`src/rtl/core/tckde_pkg.sv`:
```
`default_nettype none
package tckde_pkg;
  localparam int FRAC_BITS = 16;
  localparam logic [16:0] ONE = 17'd65536;
  localparam logic [16:0] HALF = 17'd32768;
  localparam logic [16:0] EPS = 17'd655;
  localparam logic [19:0] VAR_MAX = 20'hFFFFF;
  localparam logic [17:0] DWELL_MAX = 18'd255744;
  localparam logic [16:0] OCC_RESET = 17'd39322;

  localparam logic [2:0] REG_NOISE = 3'd0;
  localparam logic [2:0] REG_BASE = 3'd1;
  localparam logic [2:0] REG_JAM = 3'd2;
  localparam logic [2:0] REG_PEN = 3'd3;
  localparam logic [2:0] REG_CRIT = 3'd4;

  localparam logic [1:0] CAT_NONE = 2'd0;
  localparam logic [1:0] CAT_MECH = 2'd1;
  localparam logic [1:0] CAT_LABOR = 2'd2;
  localparam logic [1:0] CAT_OCC = 2'd3;

  // Divider request: dividend up to 48 bits, divisor up to 21 bits.
  typedef struct packed {
    logic        start;
    logic [47:0] num;
    logic [20:0] den;
  } div_req_t;

  typedef struct packed {
    logic        done;
    logic [47:0] quo;
  } div_rsp_t;
endpackage
`default_nettype wire

```
`src/rtl/core/tckde_div.sv`:
```
`default_nettype none
// Restoring radix-2 divider producing a 48-bit quotient, one quotient bit per cycle.
module tckde_div (
  input  wire logic              clk,
  input  wire logic              rst_n,
  input  wire tckde_pkg::div_req_t req,
  output tckde_pkg::div_rsp_t    rsp
);
  logic [47:0] quo_r, quo_nxt;
  logic [20:0] rem_r, rem_nxt;
  logic [20:0] den_r;
  logic [5:0]  cnt_r, cnt_nxt;
  logic        busy_r, busy_nxt, done_r, done_nxt;
  logic [21:0] trial;
  logic [22:0] diff;

  always_comb begin
    trial = {rem_r, quo_r[47]};
    diff = {1'b0, trial} - {2'b0, den_r};
    quo_nxt = quo_r;
    rem_nxt = rem_r;
    cnt_nxt = cnt_r;
    busy_nxt = busy_r;
    done_nxt = 1'b0;
    if (busy_r) begin
      if (!diff[22]) begin
        rem_nxt = diff[20:0];
        quo_nxt = {quo_r[46:0], 1'b1};
      end else begin
        rem_nxt = trial[20:0];
        quo_nxt = {quo_r[46:0], 1'b0};
      end
      cnt_nxt = cnt_r - 6'd1;
      if (cnt_r == 6'd1) begin
        busy_nxt = 1'b0;
        done_nxt = 1'b1;
      end
    end
  end

  always_ff @(posedge clk) begin
    if (!rst_n) begin
      busy_r <= 1'b0;
      done_r <= 1'b0;
      cnt_r <= '0;
    end else if (req.start) begin
      busy_r <= 1'b1;
      done_r <= 1'b0;
      cnt_r <= 6'd48;
    end else begin
      busy_r <= busy_nxt;
      done_r <= done_nxt;
      cnt_r <= cnt_nxt;
    end
  end

  always_ff @(posedge clk) begin
    if (req.start) begin
      quo_r <= req.num;
      rem_r <= '0;
      den_r <= req.den;
    end else begin
      quo_r <= quo_nxt;
      rem_r <= rem_nxt;
    end
  end

  assign rsp.done = done_r;
  assign rsp.quo = quo_r;
endmodule
`default_nettype wire

```
`src/rtl/core/three_channel_kalman_dwell_estimator_core.sv`:
```
`default_nettype none
// Three-channel scalar Kalman dwell estimator. Each accepted request adds
// process noise to three variances, updates the estimate selected by its
// category (not for category none, nor for an occupancy request without a
// value), and produces one result with the three estimates, a dwell time
// in 1/256 hour (999 h saturated, forced when capacity is critical) and the
// request's timestamp. One request is processed at a time: a shared
// bit-serial divider computes the Kalman gain, the congestion overflow ratio
// and the dwell quotient. The gain division is skipped when no estimate is
// updated and the overflow division when occupancy does not exceed the jam
// threshold; a critical capacity ends the request right after the capacity
// check. A finished result waits in the output register and a new request
// is accepted as soon as that register is free or being taken.
// Configuration writes are taken in any cycle but must only occur while idle.
module three_channel_kalman_dwell_estimator_core (
  input  wire logic        clk,
  input  wire logic        rst_n,
  input  wire logic        cfg_we,
  input  wire logic [2:0]  cfg_index,
  input  wire logic [16:0] cfg_data,
  input  wire logic        in_valid,
  output logic             in_stall,
  input  wire logic [1:0]  in_category,
  input  wire logic [16:0] in_reliability,
  input  wire logic [16:0] in_severity,
  input  wire logic        in_has_value,
  input  wire logic [16:0] in_occupancy_value,
  input  wire logic signed [63:0] in_timestamp,
  output logic             out_valid,
  input  wire logic        out_stall,
  output logic [16:0]      out_switch_estimate,
  output logic [16:0]      out_labor_estimate,
  output logic [16:0]      out_occupancy_estimate,
  output logic [17:0]      out_dwell_time,
  output logic             out_critical,
  output logic signed [63:0] out_report_time
);
  typedef enum logic [3:0] {
    S_IDLE, S_NOISE, S_KDIV, S_KWAIT, S_EST, S_VAR, S_CAP, S_CWAIT,
    S_CMUL, S_DDIV, S_DWAIT, S_DONE
  } state_t;

  state_t state_r;
  logic [15:0] noise_r, base_r, jam_r;
  logic [11:0] pen_r;
  logic [16:0] crit_thr_r;
  logic [16:0] est_r [3];
  logic [19:0] var_r [3];
  logic [1:0]  sel_r;
  logic        upd_r;
  logic [16:0] z_r, r_r;
  logic [16:0] k_r;
  logic [20:0] cong_r;
  logic [16:0] cap_r;
  logic signed [63:0] ts_r;
  tckde_pkg::div_req_t dreq;
  tckde_pkg::div_rsp_t drsp;

  tckde_div u_div (.clk(clk), .rst_n(rst_n), .req(dreq), .rsp(drsp));

  function automatic logic [16:0] clamp1(input logic [16:0] v);
    return (v > tckde_pkg::ONE) ? tckde_pkg::ONE : v;
  endfunction

  logic accept;
  assign in_stall = out_valid && out_stall || (state_r != S_IDLE);
  assign accept = in_valid && !in_stall;

  // Datapath helpers for the selected channel.
  logic [16:0] e_cur, diffm;
  logic [19:0] v_cur;
  logic        up;
  logic [33:0] kprod;
  logic [16:0] e_new;
  logic [17:0] e_sum;
  logic [36:0] vprod;
  logic [20:0] v_rnd;
  logic [16:0] cap_c;
  logic [28:0] cprod;
  logic [36:0] dprod;
  logic [20:0] v_add [3];

  always_comb begin
    e_cur = clamp1(est_r[sel_r]);
    v_cur = var_r[sel_r];
    up = z_r >= e_cur;
    diffm = up ? z_r - e_cur : e_cur - z_r;
    kprod = k_r * diffm + {17'd0, tckde_pkg::HALF};
    e_sum = up ? {1'b0, e_cur} + {1'b0, kprod[32:16]}
               : {1'b0, e_cur} - {1'b0, kprod[32:16]};
    e_new = (e_sum > {1'b0, tckde_pkg::ONE}) ? tckde_pkg::ONE : e_sum[16:0];
    vprod = v_cur * (tckde_pkg::ONE - k_r) + {20'd0, tckde_pkg::HALF};
    v_rnd = vprod[36:16];
    cap_c = (est_r[0] < est_r[1]) ? est_r[0] : est_r[1];
    // The overflow ratio is at most one, so the scaled penalty fits 21 bits.
    cprod = drsp.quo[16:0] * pen_r;
    dprod = base_r * cong_r;
    for (int i = 0; i < 3; i++) v_add[i] = {1'b0, var_r[i]} + {5'd0, noise_r};
  end

  always_ff @(posedge clk) begin
    if (!rst_n) begin
      state_r <= S_IDLE;
      out_valid <= 1'b0;
      noise_r <= 16'd262;
      base_r <= 16'd6144;
      jam_r <= 16'd55706;
      pen_r <= 12'd768;
      crit_thr_r <= 17'd13107;
      est_r[0] <= tckde_pkg::ONE;
      est_r[1] <= tckde_pkg::ONE;
      est_r[2] <= tckde_pkg::OCC_RESET;
      for (int i = 0; i < 3; i++) var_r[i] <= 20'd32768;
      out_dwell_time <= 18'd6144;
      out_report_time <= '0;
      dreq <= '0;
    end else begin
      if (out_valid && !out_stall) out_valid <= 1'b0;
      if (cfg_we) begin
        unique case (cfg_index)
          tckde_pkg::REG_NOISE: noise_r <= cfg_data[15:0];
          tckde_pkg::REG_BASE:  base_r <= cfg_data[15:0];
          tckde_pkg::REG_JAM:   jam_r <= cfg_data[15:0];
          tckde_pkg::REG_PEN:   pen_r <= cfg_data[11:0];
          tckde_pkg::REG_CRIT:  crit_thr_r <= cfg_data;
          default: ;
        endcase
      end
      unique case (state_r)
        S_IDLE: if (accept) begin
          sel_r <= (in_category == tckde_pkg::CAT_OCC) ? 2'd2 :
                   (in_category == tckde_pkg::CAT_LABOR) ? 2'd1 : 2'd0;
          upd_r <= (in_category == tckde_pkg::CAT_MECH) ||
                   (in_category == tckde_pkg::CAT_LABOR) ||
                   (in_category == tckde_pkg::CAT_OCC && in_has_value);
          z_r <= (in_category == tckde_pkg::CAT_OCC) ? clamp1(in_occupancy_value)
                 : tckde_pkg::ONE - clamp1(in_severity);
          r_r <= tckde_pkg::ONE - clamp1(in_reliability) + tckde_pkg::EPS;
          ts_r <= in_timestamp;
          state_r <= S_NOISE;
        end
        S_NOISE: begin
          for (int i = 0; i < 3; i++)
            var_r[i] <= v_add[i][20] ? tckde_pkg::VAR_MAX : v_add[i][19:0];
          state_r <= upd_r ? S_KDIV : S_CAP;
        end
        S_KDIV: begin
          dreq.start <= 1'b1;
          dreq.num <= {12'd0, v_cur, 16'd0};
          dreq.den <= {1'b0, v_cur} + {4'd0, r_r};
          state_r <= S_KWAIT;
        end
        // The start pulse lasts one cycle; it is dropped on entry to each wait.
        S_KWAIT: begin
          dreq.start <= 1'b0;
          if (drsp.done) begin
            k_r <= drsp.quo[16:0];
            state_r <= S_EST;
          end
        end
        S_EST: begin
          est_r[sel_r] <= e_new;
          state_r <= S_VAR;
        end
        S_VAR: begin
          var_r[sel_r] <= (v_rnd > {1'b0, tckde_pkg::VAR_MAX}) ? tckde_pkg::VAR_MAX
                          : v_rnd[19:0];
          state_r <= S_CAP;
        end
        S_CAP: begin
          cap_r <= cap_c;
          if (cap_c < crit_thr_r) begin
            out_dwell_time <= tckde_pkg::DWELL_MAX;
            out_critical <= 1'b1;
            state_r <= S_DONE;
          end else begin
            out_critical <= 1'b0;
            cong_r <= {4'd0, tckde_pkg::ONE};
            if (est_r[2] > {1'b0, jam_r}) begin
              dreq.start <= 1'b1;
              dreq.num <= {15'd0, est_r[2] - {1'b0, jam_r}, 16'd0};
              dreq.den <= {4'd0, tckde_pkg::ONE - {1'b0, jam_r}};
              state_r <= S_CWAIT;
            end else state_r <= S_DDIV;
          end
        end
        S_CWAIT: begin
          dreq.start <= 1'b0;
          if (drsp.done) state_r <= S_CMUL;
        end
        S_CMUL: begin
          cong_r <= {4'd0, tckde_pkg::ONE} + cprod[28:8];
          state_r <= S_DDIV;
        end
        S_DDIV: begin
          dreq.start <= 1'b1;
          dreq.num <= {11'd0, dprod};
          dreq.den <= {4'd0, cap_r} + {4'd0, tckde_pkg::EPS};
          state_r <= S_DWAIT;
        end
        S_DWAIT: begin
          dreq.start <= 1'b0;
          if (drsp.done) begin
            out_dwell_time <= (drsp.quo > {30'd0, tckde_pkg::DWELL_MAX}) ?
                              tckde_pkg::DWELL_MAX : drsp.quo[17:0];
            state_r <= S_DONE;
          end
        end
        S_DONE: begin
          out_report_time <= ts_r;
          out_switch_estimate <= est_r[0];
          out_labor_estimate <= est_r[1];
          out_occupancy_estimate <= est_r[2];
          out_valid <= 1'b1;
          state_r <= S_IDLE;
        end
        default: state_r <= S_IDLE;
      endcase
    end
  end
endmodule
`default_nettype wire

```
`config.mk`:
```
export PLATFORM = sky130hd
export DESIGN_NAME = three_channel_kalman_dwell_estimator_core
export DESIGN_NICKNAME = d
export VERILOG_FILES = /design/src/rtl/core/tckde_pkg.sv /design/src/rtl/core/tckde_div.sv /design/src/rtl/core/three_channel_kalman_dwell_estimator_core.sv
export SDC_FILE = /design/constraint.sdc
export NUM_CORES = 2
export LEC_CHECK = 0
export BUFFER_PORTS_ARGS = -buffer_cell sky130_fd_sc_hd__buf_4
export CAP_MARGIN = 20
export CORE_MARGIN = 2
export CORE_UTILIZATION = 35
export CTS_CLUSTER_DIAMETER = 200
export DETAILED_ROUTE_END_ITERATION = 16
export GPL_TIMING_DRIVEN = 0
export SLEW_MARGIN = 15
export SYNTH_ARGS = -nofsm -noshare
export SYNTH_HDL_FRONTEND = slang
export SYNTH_HIERARCHICAL = 1
export SYNTH_SLANG_ARGS = --single-unit
export TNS_END_PERCENT = 5
```
`constraint.sdc`:
```
create_clock -name clk -period 14.7 [get_ports clk]
set_input_delay 1.47 -clock clk [delete_from_list [all_inputs] [get_ports clk]]
set_output_delay 1.47 -clock clk [all_outputs]
set_load 0.05 [all_outputs]
```
==> impl_metrics.py <==
metrics = {
    "sta": {
        "fmaxAchievable_mhz": 69.8,
        "rsz0062_at_grt": "true",
        "fin_crit_sh": 0.975,
        "relSlewSlack": 0.0867,
        "worst_pin_slew_ns": 1.36,
        "holdWs_ns": 0.432,
        "drv_slew": 0,
        "fin_crit_ns": 14.33,
        "setup_violations": 0,
        "hold_viol_final": 0,
        "finalClockSkew_ns": 0.0655,
    },
    "floorplanning": {
        "die_h_um": 462,
        "ios": 279,
        "initial_utilization": 0.351,
        "rows": 168,
        "coreArea_mm2": 0.209,
        "die_w_um": 462,
        "die_area_mm2": 0.213,
    },
    "global_routing": {
        "grt_pass1_wl_mm": 381,
        "track_usage": 0.237,
        "grt_max_degree": 82,
        "antenna_found_initial": 24,
        "grt_pass1_vias": 60700,
        "overflow": 0,
    },
    "clocking": {
        "cts.clk_slew.worst_paths_ns": 0.07,
        "tritoncts": "built",
        "cts_buffer_depth": 3,
        "worst_skew_pair.late_latency_ns": 0.74,
        "htreeDepth": 3,
        "cts_buffers": 79,
        "clock-sinks": 679,
        "cts_hold_buf": 0,
        "cts_root_buf": "clkbuf_16",
    },
    "placed_design": {
        "gp_congestion": 0.958,
        "hpwl_mm": 205,
        "portBuffers": 277,
    },
    "route": {
        "ant_nets": 0,
        "drtIter0Drc": 5082,
        "wl_per_cell_um": 22.6,
        "drt_first_pass_iters": 8,
        "vias": 59800,
        "routed_wl_mm": 255,
        "route.detailed.drc": 0,
        "viasPerCell": 5.30,
    },
    "setup_path": {
        "critPathCaptureType": "register",
        "crit_type": "register to register",
        "worstPathRequired_ns": 15.22,
        "r2r_cells": 58,
        "worst_setup_path_start_kind": "register",
        "crit_path_top_delay_cell": "fa_1",
        "cpPeakStageDelay_ns": 0.59,
        "crit_arrival_ns": 14.84,
        "path_max_fanout": 10,
    },
    "synthesis": {
        "synthArstFlopShare": 0,
        "synth_common_cells": "1290 x nand2_1, 1257 x inv_1, 933 x fa_1",
        "synthDominantCellAreaShare": 0.255,
        "synth_cell_types": 93,
        "netlist_instances": 7970,
        "synth_area_mm2": 0.0733,
        "synth_warnings": 6,
        "ys_seq_elements": 679,
        "synth_edf_count": 425,
        "synth_area_leaders": "fa_1 25%, edfxtp_1 17%, ha_1 10%",
        "yosysTopAreaCell": "fa_1",
        "syn_avg_cell_area_um2": 9.20,
        "synthFlopType": "edfxtp_1",
        "synth_most_common_cell": "nand2_1",
        "ys_seq_area_frac": 0.243,
    },
    "cells_and_area": {
        "nNetsFinal": 10100,
        "area_growth_pct": 13.6,
        "drive_gt1_frac": 0.0904,
    },
    "worst_hold_path": {
        "holdPathStages": 0,
        "holdCritPathClass": "register to register",
    },
    "run_status": {
        "status": "completed",
    },
    "run": {
        "drv_cap": 0,
    },
}
==> path summary, 6_finish.rpt <==
check	start	slack, ns	endpoint
setup / recovery	register	0.37	est_r[0][13]
hold / removal	dreq[8]	0.43	u_div/den_r[8]
setup reg to reg	register	0.37	est_r[0][13]
hold reg to reg	dreq[8]	0.43	u_div/den_r[8]
==> per-stage QoR <==
stage / instances / area, um2 / setup slack [ns] / util / TNS [ns]
2_1_floorplan: 7980 / 73400 / 0.268 / - / 0
3_3_place_gp: 11100 / 78900 / -4.17 / 0.378 / -270.27
3_5_place_dp: 11100 / 79200 / -3.87 / 0.379 / -249.20
4_1_cts: 11200 / 82600 / 0.00411 / 0.395 / 0
5_1_grt: 11300 / 83300 / -0.140 / 0.399 / -1.67
6_report: 11300 / 83300 / 0.373 / 0.399 / 0
==> layout by cell type, fill, tap and decap left out, drive strengths merged, types with 70 or more instances in the layout <==
master	count
nand2	1291
inv	1265
fa	933
ha	598
nor2	434
clkbuf	427
edfxtp	425
buf	393
a21oi	348
and2	332
dfxtp	254
o21ai	181
xnor2	173
nor3	150
nand3	97
a21o	93
xor2	87
nor2b	77
o22ai	70
==> per-layer routing <==
layer / GRT usage / routed length [um]
met4: 0.107 / 12800
met5: 0 / 46
met3: 0.0405 / 20300
met1: 0.305 / 103000
met2: 0.390 / 119000
==> critical path: cells and delay by family, from the launching register on <==
kind                     cells  cell delay, ns
buffers and inverters       16            2.56
AO/OA/AOI/OAI               15            3.48
flip-flops                   1            0.47
XOR/XNOR                     3            0.58
AND/OR/NAND/NOR             14            2.63
multiplexers                 1            0.36
adder cells (fa/ha/maj)      9            4.06
==> sequential cells by signal (all words and copies together) (netlist names), 18 cells and up, named ones only <==
register	cells
cong_r	21
dreq	59
est_r	68
out_dwell_time	18
out_report_time	64
ts_r	64
u_div/den_r	21
u_div/quo_r	48
u_div/rem_r	21
var_r	80
==> repair_timing <==
item                                    in CTS  in global routing
buffers inserted                            20                 28
hold endpoints to repair                     0                  0
cloned                                       0                  1
gates resized for setup                    134                103
pin swaps                                   18                 35
endpoints found under the setup margin      68                 68
==> kinds of logic (layout without fill, tap and decap cells) <==
family | count (synthesis) | in the layout | share of synthesized area
buf+inv | 1637 | 2118 | 0.0847
compound gates | 1105 | 1105 | 0.0979
simple gates | 2646 | 2646 | 0.165
flops | 679 | 679 | 0.243
xor+xnor | 260 | 260 | 0.0311
other cells | 1 | 17 | 0.0000511
fa+ha+maj | 1531 | 1531 | 0.357
mux | 111 | 111 | 0.0216
==> layout make-up <==
class / instances / area [um2]
timing repair buffer: 342 / 2740
multi-input combinational: 5664 / 50200
inverter: 1257 / 4720
clock inverter: 41 / 393
antenna: 6 / 15.0
tap: 2805 / 3510
sequential: 679 / 17900
clock buffer: 105 / 2210
fill: 20700 / 126000
buffer: 373 / 1640
Power is left out: the tool's default activity adds up to more than one toggle a clock period on the data nets, which glitch-free logic cannot reach.
